### src/rtl/pts_pkg.sv
// ----------------------------------------------------------------------------
// Priority task scheduler package
// Shared constants, codes and transaction types of the task scheduler.
// ----------------------------------------------------------------------------
package pts_pkg;

	localparam int MAX_TASKS  = 16;
	localparam int PRIO_BITS  = 8;
	localparam int TIME_BITS  = 32;
	localparam int STAMP_BITS = 32;
	localparam int IDX_W      = $clog2(MAX_TASKS);

	typedef enum logic [1:0] {
		FUNC_CREATE = 2'd0,
		FUNC_READY  = 2'd1,
		FUNC_TICK   = 2'd2,
		FUNC_SWITCH = 2'd3
	} func_t;

	typedef enum logic [1:0] {
		RSN_READY = 2'd0,
		RSN_BUSY  = 2'd1,
		RSN_SYNC  = 2'd2,
		RSN_SLEEP = 2'd3
	} reason_t;

	typedef enum logic [1:0] {
		TAG_NONE   = 2'd0,
		TAG_LIST_A = 2'd1,
		TAG_LIST_B = 2'd2,
		TAG_BUSY   = 2'd3
	} tag_t;

	typedef enum logic [1:0] {
		M_BUSY,
		M_SLEEP,
		M_PEND
	} scan_mode_t;

	typedef enum logic [2:0] {
		S_IDLE,
		S_EXEC,
		S_SCAN,
		S_APPLY,
		S_DONE
	} state_t;

	typedef struct packed {
		func_t       func;
		logic [3:0]  task_id;
		logic [7:0]  task_priority_in;
		reason_t     switch_reason;
		logic [31:0] time_value;
		logic        sleep_forever;
	} cmd_t;

	typedef struct packed {
		logic [3:0] next_task;
		logic       next_is_idle;
		logic       preempt;
	} res_t;

	typedef struct packed {
		tag_t                  tag;
		logic                  delayed;
		logic [PRIO_BITS-1:0]  prio;
		logic [STAMP_BITS-1:0] age;
		logic [TIME_BITS-1:0]  wake;
	} cand_t;

	typedef struct packed {
		logic                  valid;
		logic [PRIO_BITS-1:0]  prio;
		logic [STAMP_BITS-1:0] age;
		logic [TIME_BITS-1:0]  wake;
	} best_t;

endpackage

### src/rtl/pts_cmp.sv
// ----------------------------------------------------------------------------
// Scan comparator
// Decides whether the scanned task entry replaces the best one found so far.
// ----------------------------------------------------------------------------
module pts_cmp (
	input  pts_pkg::scan_mode_t                  mode,
	input  pts_pkg::tag_t                        target,
	input  logic [pts_pkg::TIME_BITS-1:0]        now,
	input  pts_pkg::cand_t                       cand,
	input  pts_pkg::best_t                       best,
	output logic                                 take
);
	import pts_pkg::*;

	logic eligible;
	logic better;

	always_comb begin
		if (mode == M_SLEEP) begin
			eligible = cand.delayed && (cand.wake <= now);
		end else begin
			eligible = (cand.tag == target);
		end
	end

	always_comb begin
		better = 1'b0;
		if (!best.valid) begin
			better = 1'b1;
		end else begin
			case (mode)
				M_SLEEP: better = (cand.wake < best.wake) ||
					((cand.wake == best.wake) && (cand.age > best.age));
				M_PEND: begin
					if (cand.prio != best.prio) begin
						better = cand.prio > best.prio;
					end else begin
						better = cand.age > best.age;
					end
				end
				default: better = cand.age > best.age;
			endcase
		end
	end

	assign take = eligible && better;

endmodule

### src/rtl/priority_task_scheduler.sv
// ----------------------------------------------------------------------------
// Priority task scheduler
// Task table with ready, pending and busy lists and a delay queue.
// ----------------------------------------------------------------------------
// Commands arrive on the cmd channel (cmd_valid/cmd_ready, payload cmd) and
// each produces exactly one transaction on the res channel (res_valid/
// res_ready, payload res). The block takes one command at a time; cmd_ready
// is high only while no command is in work.
// Create and ready need no list search. Every list search
// walks the task table one entry a cycle through a single shared comparator.
// A context switch searches the pending list and, if it is empty, swaps pending
// and ready and searches once more. A tick moves one busy task per pass to the
// ready list until none is left, then the due sleepers, earliest wake first.
// The next command can be accepted in the cycle after a result is loaded.
// Reset leaves all tasks on no list and out of the delay queue with the idle
// task running. A result waits in the output register while res_ready is low;
// the next command may be accepted meanwhile but is not finished until the
// output register is free.
// ----------------------------------------------------------------------------
module priority_task_scheduler (
	input  logic          clk,
	input  logic          arst_n,
	input  logic          cmd_valid,
	output logic          cmd_ready,
	input  pts_pkg::cmd_t cmd,
	output logic          res_valid,
	input  logic          res_ready,
	output pts_pkg::res_t res
);
	import pts_pkg::*;

	logic [PRIO_BITS-1:0]  prio_q    [MAX_TASKS];
	tag_t                  tag_q     [MAX_TASKS];
	logic [STAMP_BITS-1:0] stamp_q   [MAX_TASKS];
	logic                  delayed_q [MAX_TASKS];
	logic [TIME_BITS-1:0]  wake_q    [MAX_TASKS];

	state_t                state_q, state_d;
	scan_mode_t            mode_q;
	cmd_t                  cmd_q;
	logic [STAMP_BITS-1:0] counter_q;
	logic                  pend_sel_q;
	logic [IDX_W-1:0]      run_task_q;
	logic                  run_idle_q;
	logic [PRIO_BITS-1:0]  run_prio_q;
	logic                  first_q;
	logic [IDX_W-1:0]      idx_q;
	logic [IDX_W-1:0]      best_idx_q;
	best_t                 best_q;
	logic [3:0]            next_q;
	logic                  idle_q;
	logic                  yield_q;
	logic                  res_valid_q;
	res_t                  res_q;

	tag_t                  ready_tag, pend_tag, target;
	logic [IDX_W-1:0]      rd_idx, cmd_idx;
	logic [PRIO_BITS-1:0]  new_prio, mk_prio;
	logic [TIME_BITS-1:0]  tval;
	cand_t                 cand;
	logic                  take;
	logic                  in_range, last_idx, out_free;
	logic                  mk_ready, set_prio, refile, scan_clr, take_head;
	logic                  toggle_sel, go_idle, yield_set;
	logic [IDX_W-1:0]      mk_idx;
	logic                  as_ready, rf_stamp;

	assign ready_tag = pend_sel_q ? TAG_LIST_B : TAG_LIST_A;
	assign pend_tag  = pend_sel_q ? TAG_LIST_A : TAG_LIST_B;
	assign target    = (mode_q == M_BUSY) ? TAG_BUSY : pend_tag;
	assign cmd_idx   = IDX_W'(cmd_q.task_id);
	assign rd_idx    = (state_q == S_EXEC) ? cmd_idx : idx_q;
	assign new_prio  = PRIO_BITS'(cmd_q.task_priority_in);
	assign tval      = TIME_BITS'(cmd_q.time_value);
	assign in_range  = int'(cmd_q.task_id) < MAX_TASKS;
	assign last_idx  = idx_q == IDX_W'(MAX_TASKS - 1);
	assign out_free  = !res_valid_q || res_ready;

	assign cand.tag     = tag_q[rd_idx];
	assign cand.delayed = delayed_q[rd_idx];
	assign cand.prio    = prio_q[rd_idx];
	assign cand.age     = counter_q - stamp_q[rd_idx];
	assign cand.wake    = wake_q[rd_idx];

	pts_cmp u_cmp (
		.mode   (mode_q),
		.target (target),
		.now    (tval),
		.cand   (cand),
		.best   (best_q),
		.take   (take)
	);

	assign as_ready = (cmd_q.switch_reason == RSN_READY) ||
		((cmd_q.switch_reason == RSN_SLEEP) && !cmd_q.sleep_forever && (tval == '0));
	assign rf_stamp = as_ready || (cmd_q.switch_reason == RSN_BUSY) ||
		((cmd_q.switch_reason == RSN_SLEEP) && !cmd_q.sleep_forever);

	always_comb begin
		state_d = state_q;
		unique case (state_q)
			S_IDLE:  if (cmd_valid) state_d = S_EXEC;
			S_EXEC: begin
				if (cmd_q.func == FUNC_CREATE || cmd_q.func == FUNC_READY) begin
					state_d = S_DONE;
				end else begin
					state_d = S_SCAN;
				end
			end
			S_SCAN:  if (last_idx) state_d = S_APPLY;
			S_APPLY: begin
				unique case (mode_q)
					M_BUSY:  state_d = S_SCAN;
					M_SLEEP: state_d = best_q.valid ? S_SCAN : S_DONE;
					default: state_d = (!best_q.valid && first_q) ? S_SCAN : S_DONE;
				endcase
			end
			S_DONE:  if (out_free) state_d = S_IDLE;
			default: state_d = S_IDLE;
		endcase
	end

	always_comb begin
		mk_ready   = 1'b0;
		mk_idx     = best_idx_q;
		mk_prio    = best_q.prio;
		set_prio   = 1'b0;
		refile     = 1'b0;
		scan_clr   = 1'b0;
		take_head  = 1'b0;
		toggle_sel = 1'b0;
		go_idle    = 1'b0;
		yield_set  = 1'b0;
		unique case (state_q)
			S_EXEC: begin
				unique case (cmd_q.func)
					FUNC_CREATE, FUNC_READY: begin
						mk_ready = in_range;
						mk_idx   = cmd_idx;
						set_prio = in_range && (cmd_q.func == FUNC_CREATE);
						mk_prio  = (cmd_q.func == FUNC_CREATE) ? new_prio : cand.prio;
						yield_set = in_range && (cmd_q.func == FUNC_READY) &&
							(run_idle_q || (mk_prio > run_prio_q));
					end
					FUNC_TICK: scan_clr = 1'b1;
					default: begin
						refile   = !run_idle_q;
						scan_clr = 1'b1;
					end
				endcase
			end
			S_APPLY: begin
				if (mode_q == M_PEND) begin
					if (best_q.valid) begin
						take_head = 1'b1;
					end else if (first_q) begin
						toggle_sel = 1'b1;
						scan_clr   = 1'b1;
					end else begin
						go_idle = 1'b1;
					end
				end else begin
					mk_ready  = best_q.valid;
					yield_set = best_q.valid && (run_idle_q || (best_q.prio > run_prio_q));
					scan_clr  = best_q.valid || (mode_q == M_BUSY);
				end
			end
			default: ;
		endcase
	end

	always_ff @(posedge clk or negedge arst_n) begin
		if (!arst_n) begin
			state_q     <= S_IDLE;
			mode_q      <= M_BUSY;
			counter_q   <= '0;
			pend_sel_q  <= 1'b0;
			run_task_q  <= '0;
			run_idle_q  <= 1'b1;
			first_q     <= 1'b0;
			idx_q       <= '0;
			best_q      <= '0;
			best_idx_q  <= '0;
			next_q      <= '0;
			idle_q      <= 1'b0;
			yield_q     <= 1'b0;
			res_valid_q <= 1'b0;
			for (int i = 0; i < MAX_TASKS; i++) begin
				tag_q[i]     <= TAG_NONE;
				stamp_q[i]   <= '0;
				delayed_q[i] <= 1'b0;
			end
		end else begin
			state_q <= state_d;
			if (state_q == S_IDLE && cmd_valid) begin
				next_q  <= '0;
				idle_q  <= 1'b0;
				yield_q <= 1'b0;
			end
			if (state_q == S_EXEC) begin
				mode_q  <= (cmd_q.func == FUNC_TICK) ? M_BUSY : M_PEND;
				first_q <= 1'b1;
			end
			if (state_q == S_APPLY && mode_q == M_BUSY && !best_q.valid) begin
				mode_q <= M_SLEEP;
			end
			if (yield_set) yield_q <= 1'b1;
			if (mk_ready) begin
				delayed_q[mk_idx] <= 1'b0;
				tag_q[mk_idx]     <= ready_tag;
				stamp_q[mk_idx]   <= counter_q;
				counter_q         <= counter_q + 1'b1;
			end
			if (refile) begin
				if (as_ready) begin
					tag_q[run_task_q] <= ready_tag;
				end else if (cmd_q.switch_reason == RSN_BUSY) begin
					tag_q[run_task_q] <= TAG_BUSY;
				end else begin
					tag_q[run_task_q] <= TAG_NONE;
					if (rf_stamp) delayed_q[run_task_q] <= 1'b1;
				end
				if (rf_stamp) begin
					stamp_q[run_task_q] <= counter_q;
					counter_q           <= counter_q + 1'b1;
				end
			end
			if (scan_clr) begin
				idx_q        <= '0;
				best_q.valid <= 1'b0;
			end else if (state_q == S_SCAN) begin
				idx_q <= idx_q + 1'b1;
				if (take) begin
					best_q.valid <= 1'b1;
					best_q.prio  <= cand.prio;
					best_q.age   <= cand.age;
					best_q.wake  <= cand.wake;
					best_idx_q   <= idx_q;
				end
			end
			if (toggle_sel) begin
				pend_sel_q <= !pend_sel_q;
				first_q    <= 1'b0;
			end
			if (take_head) begin
				tag_q[best_idx_q] <= TAG_NONE;
				run_task_q        <= best_idx_q;
				run_idle_q        <= 1'b0;
				next_q            <= 4'(best_idx_q);
			end
			if (go_idle) begin
				run_idle_q <= 1'b1;
				idle_q     <= 1'b1;
			end
			if (state_q == S_DONE && out_free) begin
				res_valid_q <= 1'b1;
			end else if (res_ready) begin
				res_valid_q <= 1'b0;
			end
		end
	end

	always_ff @(posedge clk) begin
		if (state_q == S_IDLE && cmd_valid) cmd_q <= cmd;
		if (set_prio) prio_q[mk_idx] <= new_prio;
		if (refile && !as_ready && rf_stamp && (cmd_q.switch_reason == RSN_SLEEP)) begin
			wake_q[run_task_q] <= tval;
		end
		if (take_head) begin
			run_prio_q <= best_q.prio;
		end else if (set_prio && (mk_idx == run_task_q)) begin
			run_prio_q <= new_prio;
		end
		if (state_q == S_DONE && out_free) begin
			res_q.next_task    <= next_q;
			res_q.next_is_idle <= idle_q;
			res_q.preempt      <= yield_q;
		end
	end

	assign cmd_ready = state_q == S_IDLE;
	assign res_valid = res_valid_q;
	assign res       = res_q;

endmodule

### config.mk
export PLATFORM = sky130hd
export DESIGN_NAME = priority_task_scheduler
export DESIGN_NICKNAME = d
export VERILOG_FILES = /design/src/rtl/pts_pkg.sv /design/src/rtl/pts_cmp.sv /design/src/rtl/priority_task_scheduler.sv
export SDC_FILE = /design/constraint.sdc
export NUM_CORES = 2
export LEC_CHECK = 0
export ABC_AREA = 1
export BUFFER_PORTS_ARGS = -buffer_cell sky130_fd_sc_hd__buf_2
export CAP_MARGIN = 20
export CELL_PAD_IN_SITES_DETAIL_PLACEMENT = 1
export CELL_PAD_IN_SITES_GLOBAL_PLACEMENT = 1
export CORE_ASPECT_RATIO = 1.25
export CORE_MARGIN = 2
export CORE_UTILIZATION = 50
export CTS_BUF_LIST = sky130_fd_sc_hd__clkbuf_2 sky130_fd_sc_hd__clkbuf_4 sky130_fd_sc_hd__clkbuf_8
export CTS_CLUSTER_DIAMETER = 50
export CTS_CLUSTER_SIZE = 16
export DETAILED_ROUTE_END_ITERATION = 16
export PLACE_DENSITY = 0.91
export REMOVE_ABC_BUFFERS = 1
export SLEW_MARGIN = 40
export SYNTH_ARGS = -nofsm -noshare
export SYNTH_HDL_FRONTEND = slang
export SYNTH_SLANG_ARGS = --single-unit
### constraint.sdc
create_clock -name clk -period 7.3 [get_ports clk]
set_clock_uncertainty 0.2 [all_clocks]
set_input_delay 1.095 -clock clk [delete_from_list [all_inputs] [get_ports clk]]
set_output_delay 1.095 -clock clk [all_outputs]
set_load 0.05 [all_outputs]
# [Yosys cells after proc, flatten, opt, wreduce, memory -nomap -nowiden]
# Memory sizes are Yosys's and may differ from the RTL's.
# Cells that the tools add are included.
[totals] reg_bits=755 latchBits=0 ram_bits=640 mem_bits_ro=0 inputBits=53 output_inout_bits=8 elab_cells=289 mem_count=2
[memory_table] name="wake_q" words=16 word_bits=32 read_ports=1 rd_clocked_by_memory_dff=0 write_ports=1 line_no="priority_task_scheduler.sv:36" rtl="logic [TIME_BITS-1:0] wake_q [MAX_TASKS];"
[memory_table] name="prio_q" words=16 word_bits=8 read_ports=1 rd_clocked_by_memory_dff=0 write_ports=1 line_no="priority_task_scheduler.sv:32" rtl="logic [PRIO_BITS-1:0] prio_q [MAX_TASKS];"
[op_classes] n_addsub=3 mul=0 div=0 n_lt_le_gt_ge=13 eq_ne=18 n_shift=0 mux=111 n_bitwise=13 reduce_logical=54
[ops] cell="$mux W512" n=3
[ops] cell="$bwmux W512" n=2
[ops] cell="$mux W32" n=12
[ops] cell="$demux W32 S4" n=2
[ops] cell="$mux W73" n=2
[ops] cell="$bmux W32 S4" n=1
[ops] cell="$mux W16" n=5
[ops] cell="$and A32 B32 Y32" n=2
[ops] cell="$bwmux W32" n=2
[ops] cell="$not A32 Y32" n=2
[ops] cell="$mux W1" n=42
[ops] cell="$add A32 B1 Y32 const B" n=1
[ops] cell="$eq A32 B32 Y1" n=1
[ops] cell="$gt A32 B32 Y1" n=1
[ops] cell="$le A32 B32 Y1" n=1
[ops] cell="$logic_not A32 Y1" n=1
[ops] cell="$lt A32 B32 Y1" n=1
[ops] cell="$or A32 B32 Y32" n=1
[ops] cell="$sub A32 B32 Y32" n=1
[ops] cell="$mux W4" n=7
[ops] cell="$demux W2 S4" n=3
[ops] cell="$gt A8 B8 Y1" n=3
[ops] cell="$mux W8" n=3
[ops] cell="$mux W2" n=11
[ops] cell="35 further kinds" n=102

# [Logic depth before layout (Yosys ltp)]
[depth] ltp_word=17 mapped_depth=47 ltp_nobuf=39

# [Hierarchy]
# From an unflattened synthesis, not the netlist that was laid out.
[hier_totals] hier_cells=6881 hier_area_um2=65007.3
[modules_own_cells] mod="priority_task_scheduler" instances=1 cells_per_inst=6403 area_each_um2=62129.6 seq_area_each_um2=38428.1
[modules_own_cells] mod="pts_cmp" instances=1 cells_per_inst=478 area_each_um2=2877.8 seq_area_each_um2=0.0

# [Worst setup path after synthesis]
# Ideal clock, no wire load.
[synth_timing] path_type="register to register" start="register state_q[1]" end="register best_idx_q[0]" setup_time_ns=0.067 t_arrival_ns=5.569 t_required_ns=7.033 path_slack_ns=1.464 stages_incl_launch_ff=42 n_path_buf=8 synth_period_minus_slack_ns=5.836 cell_sequence="dfrtp_1 -> inv_2 -> nand3_2 -> buf_6 -> nand2_2 -> nand2_2 -> buf_4 -> buf_4 -> buf_4 -> buf_2 -> buf_2 -> o21ai_0 -> nand2_1 -> o221ai_1 -> nand2_1 -> ha_1 -> a21oi_1 -> nand2_1 -> (+6 left out) -> nand3_1 -> nand2_1 -> ha_1 -> nand2_1 -> nor3_1 -> and3_1 -> nand2_1 -> nand2_1 -> nand3_1 -> nand2_1 -> nand2_1 -> nand2_1 -> nand2_1 -> nand2_1 -> clkbuf_1 -> buf_1 -> nand4_1 -> nand2_1"
[synth_rtl] item="start, declared" line_no="priority_task_scheduler.sv:38" rtl="state_t state_q, state_d;"
[synth_rtl] item="start signal, assigned" line_no="priority_task_scheduler.sv:194" rtl="state_q <= state_d;"
[synth_rtl] item="end signal, assigned" line_no="priority_task_scheduler.sv:238" rtl="best_idx_q <= idx_q;"
[synth_rtl] item="end, declared" line_no="priority_task_scheduler.sv:48" rtl="logic [IDX_W-1:0] best_idx_q;"

==> impl_metrics.py <==
metrics = {
    "run_status": {
        "status": "completed",
    },
    "power_and_ir_drop": {
        "p_per_area_mw_per_mm2": 466.7,
        "leakage_nw": 27.92,
        "vdd_drop_max_v": 0.0004663,
        "power_w": 0.03251,
    },
    "synthesis": {
        "yosys.area.top_type": "edfxtp_1",
        "synthArstFlopShare_pct": 49.61,
        "yosysSeqAreaShare_pct": 59.45,
        "yosys.area.top_type_share_pct": 32.66,
        "synth_area_sq_mm": 0.06464,
        "synth.distinct_cells": 55,
        "synth_edf_count": 703,
        "yosys_most_used_dff": "edfxtp_1",
        "ys_warn_count": 0,
        "syn_inst": 6681,
        "ys_top_cells_by_area": "edfxtp_1 (33%), dfrtp_1 (27%), o21ai_0 (7.1%)",
        "ys_ff_latch": 1395,
        "synth.avg_cell_area_sq_um": 9.675,
    },
    "run": {
        "maxCapViolCount": 0,
    },
    "timing": {
        "worst-slew-pin-transition_ps": 925.7,
        "slew_violations": 0,
        "finalCriticalPeriod_ps": 7109,
        "fmax_ghz": 0.1407,
        "relSlewSlack_pct": 38.14,
        "setup_violations": 0,
        "finalHoldViolCount": 0,
        "fin_crit_sh_pct": 97.38,
    },
    "worst_setup_path": {
        "arrival_ps": 7710,
        "end_kind": "flop",
        "critPathKind": "reg -> reg",
        "cp_max_fo": 53,
        "cp_common_cell": "nand2_1",
        "crit_slowest_cell": "fa_1",
        "critPathBufInv": 6,
        "cpPeakStageDelay_ps": 450,
        "crit_family": "simple AND/OR/NAND/NOR gates",
        "startpoint_type": "flop",
        "required_ps": 7900,
    },
    "route": {
        "via_count": 54536,
        "wl_per_cell_um": 27.99,
        "wirelength_um": 234200,
        "vias_per_cell": 6.516,
        "dr.first_iter.drc_count": 6136,
        "antenna_left": 0,
        "drtPass1Iterations": 6,
        "drc": 0,
    },
    "cts": {
        "clockBufferDepth": 3,
        "clk_latency_ps": 890,
        "cts_max_level": 3,
        "clk_pin_slew_ps": 110,
        "cts_tree": "built",
        "cts_buffers": 114,
        "root_buffer": "clkbuf_8",
        "cts_sinks": 1395,
    },
    "place": {
        "numPortBuffers": 60,
        "place_inst": 8145,
        "dp_hpwl_um": 142700,
        "gp_congestion": 0.9363,
    },
    "cells_and_area": {
        "area_growth_pct": 7.746,
        "fin_nets": 6769,
        "drive_gt1_share_pct": 7.919,
        "fin_cells": 8369,
        "regArea_sq_mm": 0.03843,
        "fill_cells": 14335,
        "multi_input_area_sq_mm": 0.02248,
    },
    "global_routing": {
        "grt_overflow": 0,
        "grt_pass1_wl_um": 350700,
        "grt_pass1_vias": 58086,
        "antenna_found_initial": 4,
        "grt_max_degree": 180,
        "grt_usage_pct": 34.76,
    },
    "floorplanning": {
        "die_h_um": 406,
        "ios": 61,
        "die_w_um": 325.6,
        "initial_core_util_pct": 50.35,
        "row_count": 147,
        "coreArea_sq_mm": 0.1284,
        "dieArea_sq_mm": 0.1322,
    },
    "worst_hold_path": {
        "hp-class": "in -> reg",
    },
}
## registers in the layout, indices dropped and copies added, names as in the netlist, 5 cells and up
name	flops
counter_q	32
tval	32
delayed_q	16
tag_q	32
res	6
prio_q	128
run_prio_q	8
stamp_q	512
wake_q	512
cmd_q	5
best_q	73
new_prio	8
## layer usage
metal	global-route usage (%)	wire length [um]	vias up
met1	41.39	84430	27369
met5	0	17	-
li1	-	-	22795
met3	6.634	20270	1072
met4	25.11	18670	2
met2	56.73	110900	3298
## cell type report
cell class,instances,area share [%]
Inverter,582,3.147
Clock inverter,51,0.8084
Timing Repair Buffer,207,2.698
Tap cell,1713,3.077
Antenna cell,1,0.003593
Sequential cell,1395,55.17
Clock buffer,161,2.813
Multi-Input combinational cell,4259,32.28
## power by group
| group | internal [W] | switching [W] | total, W |
|---|---|---|---|
| sequential | 0.00945 | 0.000936 | 0.0104 |
| combinational | 0.00495 | 0.0122 | 0.0172 |
| clock | 0.00203 | 0.00289 | 0.00492 |
| total | 0.0164 | 0.0161 | 0.0325 |
## cells in the mapped netlist, drive strengths merged, types with 5 or more instances
| master | instances |
|---|---|
| nand3 | 188 |
| xnor2 | 8 |
| o31ai | 10 |
| a22oi | 10 |
| nor4 | 13 |
| nor3 | 34 |
| o21ai | 965 |
| edfxtp | 703 |
| inv | 572 |
| ha | 156 |
| clkinv | 10 |
| nor2 | 838 |
| o22ai | 53 |
| clkbuf | 273 |
| a21o | 5 |
| nand2 | 927 |
| a31oi | 7 |
| o21a | 5 |
| o21bai | 8 |
| o32ai | 8 |
| o211ai | 96 |
| a21oi | 561 |
| dfrtp | 691 |
| buf | 173 |
| mux2 | 26 |
| xor2 | 44 |
| o221ai | 160 |
| a221oi | 5 |
| nand4 | 106 |
| a32o | 8 |
## what timing repair did
item                                    CTS  global route
gates resized for setup                   0            15
hold endpoints to repair                  0            32
setup buffers                             0             3
endpoints found under the setup margin    0            76
hold buffers                              0             1
## metrics by stage
step / cell area, sq um / TNS [ps] / util [%] / hold WS (ps) / setup slack (ps)
after floorplan: 62680 / -476590 / - / 225.3 / -6204
after global placement: 66670 / 0 / 51.93 / 236.9 / 731.9
after detailed placement: 66840 / 0 / 52.06 / 236.3 / 448.5
after CTS: 69360 / 0 / 54.03 / 88.05 / 108.8
after global routing: 69650 / -18.77 / 54.25 / 168.3 / -18.77
final: 69650 / 0 / 54.25 / 167.8 / 191.1
## cell families (layout without fill, tap and decap cells)
logic type	after synthesis	after routing	share of synthesized area, %
AOI/OAI and AO/OA	1911	1911	16.68
xor gates and xnor gates	52	52	0.7046
adders and majority gates	157	157	3.050
buffers and inverters	1028	1001	6.409
DFF	1395	1395	59.45
muxes	26	26	0.4529
other	0	1	0
and+or+nand+nor	2112	2113	13.26
## path summary, 6_finish.rpt
path	startpoint	to	slack, ps	depth (start not counted)
worst max register to register	state_q[2]	best_q[4]	190	38
min in group asynchronous	arst_n	stamp_q[173]	500	2
worst min register to register	idle_q	res[1]	260	0
worst max-delay path	state_q[2]	best_q[4]	190	38
max in group asynchronous	arst_n	stamp_q[96]	4720	5
worst min-delay path	cmd[16]	tval[15]	170	1
## layout by cell type, fill, tap and decap left out, types with 21 or more instances in the layout
master / count
buf_4: 104
dfrtp_1: 691
nand3_1: 185
o21ai_1: 37
mux2_2: 24
o211ai_1: 96
o21ai_0: 910
o221ai_1: 160
ha_1: 156
xor2_1: 44
clkbuf_8: 121
nand2_1: 916
nand4_1: 106
clkbuf_4: 41
nor2_1: 800
nor2_2: 21
o22ai_1: 53
buf_2: 59
nor3_1: 32
edfxtp_1: 703
a21oi_1: 558
inv_1: 564
Power figures use the tool's default switching activity.
